==> src/hw/rtl/pecl_pkg.sv <==
// shared types and command codes for the page entry cache
package pecl_pkg;

    localparam int unsigned SLOTS   = 8;
    localparam int unsigned KEY_W   = 20;
    localparam int unsigned VALUE_W = 32;
    localparam int unsigned HITS_W  = 8;
    localparam int unsigned CMD_W   = 2;
    localparam int unsigned CELL_W  = (SLOTS > 1) ? $clog2(SLOTS) : 1;

    localparam logic [CMD_W-1:0] CMD_LOOKUP = 2'd0;
    localparam logic [CMD_W-1:0] CMD_FILL   = 2'd1;
    localparam logic [CMD_W-1:0] CMD_INVAL  = 2'd2;

    localparam logic [HITS_W-1:0] HITS_LIMIT_RESET = 8'd255;

    typedef struct packed {
        logic [CMD_W-1:0]   cmd;
        logic [KEY_W-1:0]   page_index;
        logic [VALUE_W-1:0] entry_value;
    } pecl_in_t;

    typedef struct packed {
        logic [VALUE_W-1:0] lookup_value;
        logic               hit;
    } pecl_out_t;

    typedef struct packed {
        logic [CMD_W-1:0]   cmd;
        logic [KEY_W-1:0]   key;
        logic [VALUE_W-1:0] value;
        logic [HITS_W-1:0]  limit;
    } pecl_bcast_t;

    typedef struct packed {
        logic               active;
        logic               found;
        logic [VALUE_W-1:0] value;
        logic [HITS_W-1:0]  min_hits;
        logic [CELL_W-1:0]  min_idx;
    } pecl_carry_t;

    typedef struct packed {
        logic              we;
        logic [CELL_W-1:0] idx;
    } pecl_fill_t;

endpackage

==> src/hw/rtl/page_entry_cache_lfu.sv <==
// Fully associative page entry cache with least-frequently-used replacement. One item at a
// time: an accepted item starts a token that walks the row of SLOTS cells, one cell per
// cycle, matching keys, raising hit counters, clearing invalidated slots and tracking the
// slot with fewest hits; a fill is written to that slot once the walk ends. The block takes no new
// item until the walk and the last state are through, as it is ready only when idle. The
// result sits in an output register, so a waiting result does not stop the next item from
// being accepted, but that item's fill and result then wait in the last state until the
// register has been taken.
module page_entry_cache_lfu (
    input  logic                 clk,
    input  logic                 rst_n,
    input  logic                 in_valid,
    output logic                 in_ready,
    input  pecl_pkg::pecl_in_t   in_data,
    output logic                 out_valid,
    input  logic                 out_ready,
    output pecl_pkg::pecl_out_t  out_data,
    input  logic                 hits_limit_we,
    input  logic [7:0]           hits_limit_wdata
);
    import pecl_pkg::*;

    typedef enum logic [1:0] {ST_IDLE, ST_SCAN, ST_DONE} state_t;

    state_t             state_reg;
    pecl_in_t           item_reg;
    logic               start_reg;
    logic [HITS_W-1:0]  limit_reg;
    logic [VALUE_W-1:0] res_value_reg;
    logic [CELL_W-1:0]  res_idx_reg;
    logic               out_valid_reg;
    pecl_out_t          out_data_reg;

    pecl_bcast_t bcast;
    pecl_fill_t  fill;
    pecl_carry_t carry [SLOTS+1];
    logic        out_free;

    assign in_ready  = (state_reg == ST_IDLE);
    assign out_valid = out_valid_reg;
    assign out_data  = out_data_reg;
    assign out_free  = !out_valid_reg || out_ready;

    assign bcast.cmd   = item_reg.cmd;
    assign bcast.key   = item_reg.page_index;
    assign bcast.value = item_reg.entry_value;
    assign bcast.limit = limit_reg;

    assign fill.we  = (state_reg == ST_DONE) && out_free && (item_reg.cmd == CMD_FILL)
                      && (item_reg.entry_value != '0);
    assign fill.idx = res_idx_reg;

    assign carry[0].active   = start_reg;
    assign carry[0].found    = 1'b0;
    assign carry[0].value    = '0;
    assign carry[0].min_hits = '0;
    assign carry[0].min_idx  = '0;

    for (genvar i = 0; i < SLOTS; i++)
    begin : g_cell
        pecl_cell #(
            .IDX (i)
        ) u_cell (
            .clk       (clk),
            .rst_n     (rst_n),
            .bcast     (bcast),
            .fill      (fill),
            .carry_in  (carry[i]),
            .carry_out (carry[i+1])
        );
    end

    always_ff @(posedge clk or negedge rst_n)
    begin
        if (!rst_n)
        begin
            state_reg     <= ST_IDLE;
            item_reg      <= '0;
            start_reg     <= 1'b0;
            limit_reg     <= HITS_LIMIT_RESET;
            res_value_reg <= '0;
            res_idx_reg   <= '0;
            out_valid_reg <= 1'b0;
            out_data_reg  <= '0;
        end
        else
        begin
            start_reg <= (state_reg == ST_IDLE) && in_valid;
            if (hits_limit_we)
            begin
                limit_reg <= hits_limit_wdata;
            end
            if (out_valid_reg && out_ready && (state_reg != ST_DONE))
            begin
                out_valid_reg <= 1'b0;
            end
            unique case (state_reg)
                ST_IDLE:
                begin
                    if (in_valid)
                    begin
                        item_reg  <= in_data;
                        state_reg <= ST_SCAN;
                    end
                end
                ST_SCAN:
                begin
                    if (carry[SLOTS].active)
                    begin
                        res_value_reg <= carry[SLOTS].value;
                        res_idx_reg   <= carry[SLOTS].min_idx;
                        state_reg     <= ST_DONE;
                    end
                end
                ST_DONE:
                begin
                    if (out_free)
                    begin
                        out_data_reg.lookup_value <= res_value_reg;
                        out_data_reg.hit          <= (res_value_reg != '0);
                        out_valid_reg             <= 1'b1;
                        state_reg                 <= ST_IDLE;
                    end
                end
                default:
                begin
                    state_reg <= ST_IDLE;
                end
            endcase
        end
    end

endmodule

==> src/hw/rtl/pecl_cell.sv <==
// one cache slot with its stage of the scan token
module pecl_cell #(
    parameter int unsigned IDX = 0
) (
    input  logic                 clk,
    input  logic                 rst_n,
    input  pecl_pkg::pecl_bcast_t bcast,
    input  pecl_pkg::pecl_fill_t  fill,
    input  pecl_pkg::pecl_carry_t carry_in,
    output pecl_pkg::pecl_carry_t carry_out
);
    import pecl_pkg::*;

    localparam logic [CELL_W-1:0] MY_IDX = CELL_W'(IDX);

    logic [KEY_W-1:0]   key_reg,   key_next;
    logic [VALUE_W-1:0] value_reg, value_next;
    logic [HITS_W-1:0]  hits_reg,  hits_next;
    pecl_carry_t        carry_reg, carry_next;
    logic               match;

    assign match     = (key_reg == bcast.key);
    assign carry_out = carry_reg;

    always_comb
    begin
        key_next   = key_reg;
        value_next = value_reg;
        hits_next  = hits_reg;
        carry_next = carry_in;
        if (carry_in.active)
        begin
            case (bcast.cmd)
                CMD_LOOKUP:
                begin
                    if (!carry_in.found && match)
                    begin
                        carry_next.found = 1'b1;
                        carry_next.value = value_reg;
                        if (hits_reg < bcast.limit)
                        begin
                            hits_next = hits_reg + HITS_W'(1);
                        end
                    end
                end
                CMD_FILL:
                begin
                    if ((IDX == 0) || (hits_reg < carry_in.min_hits))
                    begin
                        carry_next.min_hits = hits_reg;
                        carry_next.min_idx  = MY_IDX;
                    end
                end
                CMD_INVAL:
                begin
                    if (match)
                    begin
                        key_next   = '0;
                        value_next = '0;
                        hits_next  = '0;
                    end
                end
                default:
                begin
                end
            endcase
        end
        if (fill.we && (fill.idx == MY_IDX))
        begin
            key_next   = bcast.key;
            value_next = bcast.value;
            hits_next  = '0;
        end
    end

    always_ff @(posedge clk or negedge rst_n)
    begin
        if (!rst_n)
        begin
            key_reg   <= '0;
            value_reg <= '0;
            hits_reg  <= '0;
            carry_reg <= '0;
        end
        else
        begin
            key_reg   <= key_next;
            value_reg <= value_next;
            hits_reg  <= hits_next;
            carry_reg <= carry_next;
        end
    end

endmodule

==> config.mk <==
export PLATFORM = sky130hd
export DESIGN_NAME = page_entry_cache_lfu
export DESIGN_NICKNAME = d
export VERILOG_FILES = /design/src/hw/rtl/pecl_pkg.sv /design/src/hw/rtl/page_entry_cache_lfu.sv /design/src/hw/rtl/pecl_cell.sv
export SDC_FILE = /design/constraint.sdc
export NUM_CORES = 1
export LEC_CHECK = 0
export BUFFER_PORTS_ARGS = -buffer_cell sky130_fd_sc_hd__buf_4
export CORE_AREA = 10 10 261 263
export CTS_BUF_LIST = sky130_fd_sc_hd__clkbuf_4
export CTS_CLUSTER_SIZE = 20
export DETAILED_ROUTE_END_ITERATION = 8
export DIE_AREA = 0 0 271 273
export PLACE_DENSITY_LB_ADDON = 0.25
export SYNTH_ARGS = -nofsm -noshare
export SYNTH_HDL_FRONTEND = slang
export SYNTH_SLANG_ARGS = --single-unit
export TNS_END_PERCENT = 5
==> constraint.sdc <==
create_clock -name clk -period 3.14 [get_ports clk]
set_input_delay 0.314 -clock clk [delete_from_list [all_inputs] [get_ports clk]]
set_output_delay 0.314 -clock clk [all_outputs]
set_load 0.05 [all_outputs]
== Word level (Yosys, flattened, before mapping) ==
Cells that the tools add are included.
Widths: inputs -> output; s select.
Storage, ports and cells
  flip-flop bits (word level): 965
  bits in latches: 0
  RAM bits: 0
  ROM bits: 0
  input port bits: 67
  output and inout bits: 35
  word-level logic and storage cells: 388
  memories: 0
Operators by class
  add/subtract/negate cells: 8
  $mul: 0
  div/mod/pow operators: 0
  order comparisons: 15
  equal/unequal tests: 47
  shift operators: 0
  multiplexer cells: 158
  bitwise gates (word level): 0
  reductions and logical operators: 87
Operators with widths (count)
  $mux 32: 34
  $mux 20: 32
  $mux 33: 14
  $mux 8: 40
  $mux 44: 7
  $mux 11: 15
  $eq 20x20->1: 8
  $pmux 8 s2: 8
  $lt 8x8->1: 15
  $ne 3x1->1 const B: 24
  $add 8x1->8 const B: 8
  $reduce_bool 32->1: 2
  $reduce_bool 2->1: 24
  $mux 43: 1
  $reduce_and 5->1: 8
  $reduce_and 3->1: 9
  $reduce_bool 3->1: 8
  $logic_and 1x1->1: 21
  $eq 3x3->1 const B: 4
  $logic_not 1->1: 8
  $eq 3x2->1 const B: 2
  $mux 2: 3
  $ne 2x2->1 const B: 3
  $pmux 2 s3: 1
  9 further kinds: 16

== Longest topological paths before layout ==
Gate-level depths: netlist of run 1.
  depth in word-level cells: 8
  depth in mapped cells: 9
  mapped depth without buffers: 8

== Modules after synthesis ==
Synthesis of run 1 repeated with hierarchy kept, for this count alone.
Unflattened totals
  cell total of the unflattened synthesis: 3106
  area, all modules: 42356.9 um^2
Modules (own cells, without submodules)
  pecl_cell at g_cell[3].u_cell ...: times used 3, cells an instance 346, area each 4554.4 um^2, sequential area each 2627.5 um^2
  page_entry_cache_lfu: times used 1, cells an instance 314, area each 5452.7 um^2, sequential area each 3363.2 um^2
  pecl_cell at g_cell[1].u_cell: times used 1, cells an instance 402, area each 4901.0 um^2, sequential area each 2627.5 um^2
  pecl_cell at g_cell[2].u_cell: times used 1, cells an instance 342, area each 4689.5 um^2, sequential area each 2627.5 um^2
  pecl_cell at g_cell[7].u_cell: times used 1, cells an instance 338, area each 4553.1 um^2, sequential area each 2627.5 um^2
  pecl_cell at g_cell[4].u_cell: times used 1, cells an instance 346, area each 4549.4 um^2, sequential area each 2627.5 um^2
  pecl_cell at g_cell[0].u_cell: times used 1, cells an instance 326, area each 4548.1 um^2, sequential area each 2627.5 um^2

== Worst setup path after synthesis of run 1 ==
No wires, ideal clock.
  path type: reg2reg
  from: register limit_reg[5]
  to: register g_cell[7].u_cell.hits_reg[7]
  library setup time: 0.067 ns
  arrival time: 2.477 ns
  required time: 3.073 ns
  slack: 0.596 ns
  stages on the path, launching flop included: 9
  path buffers: 0
  period minus slack after synthesis: 2.544 ns
  path through: dfstp_2 inv_1 ha_1 a21oi_1 o211ai_1 a21o_1 a2111o_1 a2111oi_4 a22o_1
On the way
  longest elaborated chain between the ends: 3
Ends and longest elaborated chain
  from (decl): line page_entry_cache_lfu.sv:28  | logic [HITS_W-1:0] limit_reg;
  from (signal assigned): line page_entry_cache_lfu.sv:91  | limit_reg <= hits_limit_wdata;
  $lt 8x8->1: line pecl_cell.sv:40  | if (hits_reg < bcast.limit)
  $ne 3x1->1 (no source line)
  $reduce_and 5->1 (no source line)
  to (signal assigned): line pecl_cell.sv:89  | hits_reg <= hits_next;
  to (decl): line pecl_cell.sv:18  | logic [HITS_W-1:0] hits_reg, hits_next;
Every way passes these cells.
A chain may end at the register's enable or synchronous reset.

==> summary.md, run 1 <==
| Metric | Value |
|---|---|
| Outcome | finished, final reports clean |
| Clock Latency Late Sink | 1.11 ns |
| Overall power | roughly 0.033 W |
| Count leader, synth | dfrtp_1 |
| CTS Root Cell | clkbuf_4 |
| Post-synth top flop | dfrtp_1 |
| First-pass GRT wire length | 168,000 um |
| Vias | around 28,000 |
| Num CTS Buffers | 228 |
| Fin crit period | 3.07 ns |
| Sequential share of the synthesized area | 59.3% |
| Bufs on Longest Clock Path | 3 |
| First-pass iteration count of the detailed router | 5 |
| CTS Sinks | around 960 |
| Slew Limit Headroom | between 20 and 30% |
| Met2 Use GR | approximately 45% |
| Reg area | 24,000 um2 |
| Synth async-reset ratio | 100% |
| EDFF count, synth | 0 |
| Type of the most critical hold path | input port to flop |
| Worst EP arrival | 4.02 ns |
| Share of the synthesized area in the top cell type | 58.8% |
| Fill count | just under 4,000 |
| Initial Util | 64.5% |
| Vias in the first global route | 29,640 |
| Largest net degree at the start of global routing | 76 |
| Max reg flops | 344 |
| Via density | 6.20 |
| YS warnings | 0 |
| Mean Syn Cell Area | between 10 and 15 um2 |
| Multi-input gate area | 15,300 um2 |
| GRT Total Usage | 28.8% |
| Met3 usage | 6.74% |
| Antenna Violating Nets Remaining | 0 |
| P per Cell Area | 692 nW/um2 |
| Height of the die | 273 um |
| Placer Congestion | 0.922 |
| Top post-synthesis cells by area | dfrtp_1 59%, mux2_2 10%, a22o_1 9.1%, ha_1 3.5%, xnor2_1 2.2% |
| Die area | 74,000 um2 |
| Slew @ Worst Pin | roughly 1.1 ns |
| Skew final | 0.0691 ns |
| Critical path class | flop to flop |
| Antenna violations before repair | 2 |
| # Max-Cap Violations | 0 |
| Commonest cells in the netlist | 950 x dfrtp_1, 422 x a22o_1, 371 x mux2_2 |
| DP HPWL | approximately 66,000 um |
| Layout cells sized above 1 | just under 30% |
| DRC errors left | 0 |
| Routed length per instance | ~23 um |
| Required @ worst endpoint | 4.10 ns |
| Layout Cells excl Fill | 4,489 |
| Global routing usage on met1 | between 30% and 40% |
| Count of endpoints failing setup in the final report | 0 |
| Number of synthesized register bits | approximately 960 |
| GR peak layer | met2 |
| Post-synth net total | 3,227 |
| Area Overhead vs Synth | 17.2% |
| Total grt overflow | 0 |
| Nets | 3,647 |
| H-tree levels | 4 |
| Die width | 271 um |
| CORE AREA | 62,700 um2 |
| Critical path fanouts, max | 32 |
| Worst Setup End Kind | flop |
| Placed Cells | 3,952 |
| Final critical-path share of the clock period | 97.7% |
| Yosys top cell by area | dfrtp_1 |
| CTS tree | done |
| Cell area after synthesis | 40,500 um2 |
| DRT iter0 DRCs | 2,506 |
| Synth unique cells | approximately 70 |
| Post-route cell area | 47,400 um2 |
| Peak VDD IR | 0.000415 V |
| Critical path launch point type | flop |
| # rows | 92 |
| Hold WS | 0.0687 ns |
| Clock-pin slew on the worst setup and hold paths | 0.08 ns |
| Number of I/O port buffers | 101 |
| Final Hold Viols | 0 |
| Area after DPL | 43,200 um2 |
| Boundary pin count | 102 |
| Total Wirelength | 105,000 um |
| Fmax | 326 MHz |
| Leakage | 23.2 nW |
| Mapped Cells | 3,047 |
| Final Max Slew Viols | 0 |
timing repair:
action,in CTS,in global routing
hold endpoints to repair,990,0
hold buffers,131,0
gates resized for setup,1,5
setup buffers,0,0
setup endpoints to repair,32,37
metrics by stage:
step,utilization [%],worst slack [ns],setup TNS [ns]
after floorplan,-,0.596,0
after global placement,68.9,-0.0158,-0.123
after detailed placement,68.9,-0.0301,-0.403
after global routing,75.6,-0.00514,-0.00514
after CTS,75.6,0.0950,0
final,75.6,0.0714,0
logic make-up after synthesis:
group	synth area share (%)
buffers and inverters	3.34
DFF	59.3
muxes	11.3
AOI/OAI and AO/OA	13.3
adders and majority gates	3.49
and+or+nand+nor	5.83
xor gates and xnor gates	3.46
final cells by class:
type | instances | area share (%)
flip-flops and latches | 958 | 50.6
multi-input cells | 1772 | 32.3
repair buffers | 418 | 8.10
clock buffers | 336 | 5.32
well taps | 846 | 2.23
clock inverters | 69 | 0.770
inverters | 89 | 0.704
diodes | 1 | 0.00528
per-layer routing:
metal	up-vias	wire, um	part of all wire [%]
li1	12053	-	-
met1	14408	45200	43
met2	1165	49400	47
met3	202	7750	7.4
met4	2	2710	2.6
met5	-	10	0.0095
worst max-delay path: stages, from the launching register on:
cell,delay [ns]
dfrtp_2,0.50
buf_4,0.23
xnor2_1,0.26
nand4_1,0.21
nor4_2,0.46
buf_4,0.20
nor4b_4,0.20
nor2b_4,0.21
buf_12,0.25
mux2_2,0.40
placed cells by master, fill, tap and decap left out, types with 11 or more instances in the layout:
cell / n
ha_1: 113
mux2i_1: 16
a221o_1: 14
a21oi_1: 52
nand4_1: 33
o31ai_1: 14
and3_1: 23
or3_1: 19
xnor2_1: 100
a21o_1: 17
mux2_2: 371
nor2_1: 55
o21ai_0: 54
buf_4: 258
nor2b_1: 13
o211ai_1: 16
dlygate4sd3_1: 130
clkbuf_4: 336
a22o_1: 422
nand3_1: 37
and2_1: 32
or2_2: 21
mux2_1: 19
nand2b_1: 11
nor4_1: 30
inv_1: 88
dfrtp_1: 945
buf_12: 28
nor3_1: 23
xor2_1: 60
clkinv_1: 54
nand2_1: 80
power breakdown:
group	leakage (nW)	internal (W)	switching, W
logic	8.42	0.00339	0.00424
clock network	1.71	0.00500	0.00500
registers	13.1	0.0134	0.00175
total	23.2	0.0218	0.0110
path summary, 6_finish.rpt:
kind,startpoint,end,slack [ns],cells past startpoint
setup / recovery,bcast[54]$_DFFE_PN0P_,g_cell[3].u_cell.carry_out[25]$_DFF_PN0_,0.07,9
hold / removal,in_data[8],bcast[16]$_DFFE_PN0P_,0.07,3
setup reg to reg,bcast[54]$_DFFE_PN0P_,g_cell[3].u_cell.carry_out[25]$_DFF_PN0_,0.07,9
hold reg to reg,g_cell[5].u_cell.carry_out[2]$_DFF_PN0_,g_cell[6].u_cell.carry_out[2]$_DFF_PN0_,0.43,1
max in group asynchronous,rst_n,g_cell[1].u_cell.carry_out[40]$_DFF_PN0_,2.50,3
min in group asynchronous,rst_n,limit_reg[1]$_DFFE_PN1P_,0.13,2
No activity file was read; power rests on OpenSTA's default activity.
==> run 2, diff against run 1 <==
ABC_AREA = 1   (was not set)
CORE_AREA = 10 10 271 273   (was 10 10 261 263)
DIE_AREA = 0 0 281 283   (was 0 0 271 273)
==> summary.md, run 2 <==
| Metric | Value |
|---|---|
| H-tree levels | 4 |
| Most common cell on crit path | nand2_1 |
| Cts repair resizes | 0 |
| Sequential share of the synthesized area | 54.9% |
| Max reg flops | 344 |
| CTS Sinks | 958 |
| Final Hold Viols | 0 |
| Launch point of the worst path | bcast[26]$_DFFE_PN0P_ |
| Initial Util | around 64% |
| Die width | roughly 280 um |
| Mapped Cells | 4,968 |
| Required @ worst endpoint | roughly 4.2 ns |
| CTS Root Cell | clkbuf_4 |
| DRC errors left | 0 |
| CP Buf/Inv Count | 2 |
| Hold WS | 0.0947 ns |
| Yosys top cell by area | dfrtp_1 |
| Slowest stage cell, crit path | buf_4 |
| Fin crit period | 2.98 ns |
| Number of synthesized register bits | between 900 and 1,000 |
| Cells along the critical path | inv_1, nand2_1, nor2_1, nand2_1, nor2_1, nand2_2, nand3_2, buf_4, nand3_1, nand2_1 |
| Leakage | 25.7 nW |
| Most frequent cells in the layout | 1,269 x nand2_1, 950 x dfrtp_1, 568 x nand3_1 |
| Largest net degree at the start of global routing | 105 |
| Critical path launch point type | flop |
| # rows | 96 |
| Synth async-reset ratio | 100% |
| R2r startpoint | bcast[26]$_DFFE_PN0P_ |
| Count leader, synth | nand2_1 |
| GRT Total Usage | 30.2% |
| DP HPWL | 75,000 um |
| Via density | 5.75 |
| Fmax | 336 MHz |
| Type of the most critical hold path | input port to flop |
| Clock-pin slew on the worst setup and hold paths | 0.07 ns |
| Total Wirelength | 119,000 um |
| First-pass GRT wire length | 192,000 um |
| Die area | 79,500 um2 |
| Placer Congestion | about 0.95 |
| Share of the synthesized area in the top cell type | 54.4% |
| Antenna violations before repair | 5 |
| Multi-input gate area | roughly 17,000 um2 |
| Vias in the first global route | 35,743 |
| Top delay family on crit path | simple AND/OR/NAND/NOR gates |
| Peak VDD IR | 0.000578 V |
| Worst Setup End Kind | flop |
| Pre-CTS setup slack | roughly 0.29 ns |
| Skew final | 0.0789 ns |
| Outcome | finished, final reports clean |
| Bufs on Longest Clock Path | 3 |
| # Max-Cap Violations | 0 |
| Critical path fanouts, max | 40 |
| Clock Latency Late Sink | 1.14 ns |
| Fill count | 4,961 |
| Number of I/O port buffers | 101 |
| Count of endpoints failing setup in the final report | 0 |
| DRT iter0 DRCs | ~3,400 |
| P per Cell Area | 740 nW/um2 |
| Post-synth net total | 5,148 |
| Final setup margin | 0.161 ns |
| Nets | 5,471 |
| Vias | 36,371 |
| Worst EP arrival | 4.01 ns |
| Area after DPL | 45,600 um2 |
| Mean Syn Cell Area | 8.80 um2 |
| Slew @ Worst Pin | approximately 1.1 ns |
| Height of the die | 283 um |
| Area Overhead vs Synth | 14.0% |
| EDFF count, synth | 0 |
| YS warnings | 0 |
| Antenna Violating Nets Remaining | 0 |
| Post-route cell area | about 50,000 um2 |
| Routed length per instance | 18.8 um |
| Most common cell after layout, fill and taps aside | nand2_1 |
| Synth unique cells | 46 |
| CORE AREA | 68,100 um2 |
| First-pass iteration count of the detailed router | 6 |
| CTS tree | done |
| Setup TNS | 0 ns |
| Layout cells sized above 1 | 11.8% |
| Final critical-path share of the clock period | 94.9% |
| CP max stage delay | 0.53 ns |
| Top post-synthesis cells by area | dfrtp_1 54%, nand2_1 11%, nand3_1 6.6%, o21ai_0 5.6%, inv_1 3.5% |
| Critical path class | flop to flop |
| Total grt overflow | 0 |
| Unrepaired setup endpoints after global routing | no |
| Commonest cells in the netlist | 1,272 x nand2_1, 950 x dfrtp_1, 575 x nand3_1 |
| Hold Path Origin | in_data[47] |
| Post-synth top flop | dfrtp_1 |
| Num CTS Buffers | about 230 |
| Final Max Slew Viols | 0 |
| Reg area | 24,000 um2 |
| Cell area after synthesis | 43,700 um2 |
| Boundary pin count | roughly 100 |
| Slew Limit Headroom | 26.1% |
run 2: cell type report:
| type | count | area share [%] |
|---|---|---|
| inverter | 422 | 3.18 |
| timing repair buffer | 364 | 6.80 |
| clock buffer | 331 | 4.99 |
| clock inverter | 47 | 0.620 |
| sequential | 958 | 48.1 |
| multi-input combinational | 3311 | 34.0 |
| antenna | 6 | 0.0301 |
| tap | 882 | 2.21 |
run 2: logic make-up (layout without fill, tap and decap cells):
group | count (synthesis) | count (layout) | synth area share [%]
DFF | 958 | 958 | 54.9
other | 0 | 6 | 0
and+or+nand+nor | 2389 | 2389 | 23.9
adders and majority gates | 113 | 113 | 3.23
xor gates and xnor gates | 215 | 215 | 4.31
buffers and inverters | 699 | 1164 | 6.57
AOI/OAI and AO/OA | 594 | 594 | 7.12
run 2: metrics by stage:
step                      power [W]  utilization (%)  cells
after CTS                    0.0368             73.2   6315
after floorplan              0.0228                -   4968
after detailed placement     0.0268             67.0   5799
after global routing         0.0391             73.2   6318
after global placement       0.0264             67.0   5799
final                        0.0369             73.2   6321
run 2: timing repair:
item,in CTS,in global routing
endpoints found under the hold margin,1018,0
hold buffers,138,0
buffers inserted,0,0
run 2: path summary, 6_finish.rpt:
check,endpoint,slack [ns],depth (start not counted)
worst max-delay path,g_cell[1].u_cell.value_reg[13]$_DFFE_PN0P_,0.16,10
worst min-delay path,bcast[55]$_DFFE_PN0P_,0.09,4
min in group asynchronous,limit_reg[1]$_DFFE_PN1P_,0.10,2
worst min register to register,g_cell[4].u_cell.carry_out[38]$_DFF_PN0_,0.41,2
worst max register to register,g_cell[1].u_cell.value_reg[13]$_DFFE_PN0P_,0.16,10
max in group asynchronous,g_cell[5].u_cell.key_reg[19]$_DFFE_PN0P_,2.47,3
run 2: metal layers:
layer | vias up | track usage (%) | share of wire [%]
met3 | 335 | 8.17 | 10
met5 | - | 0 | 0
met1 | 17268 | 40.5 | 41
li1 | 16973 | - | -
met4 | 0 | 13.1 | 3.7
met2 | 1795 | 46.0 | 46
run 2: power breakdown:
part	internal [W]	total (W)	leakage, nW	switching (W)
logic	0.00355	0.0111	10.9	0.00755
registers	0.0142	0.0159	13.1	0.00167
clock network	0.00497	0.00989	1.66	0.00492
run 2: worst register-to-register path, stage by stage, from the launching register on:
cell     delay, ns
dfrtp_1       0.40
inv_1         0.10
nand2_1       0.10
nor2_1        0.31
nand2_1       0.15
nor2_1        0.30
nand2_2       0.30
nand3_2       0.37
buf_4         0.53
nand3_1       0.23
nand2_1       0.09
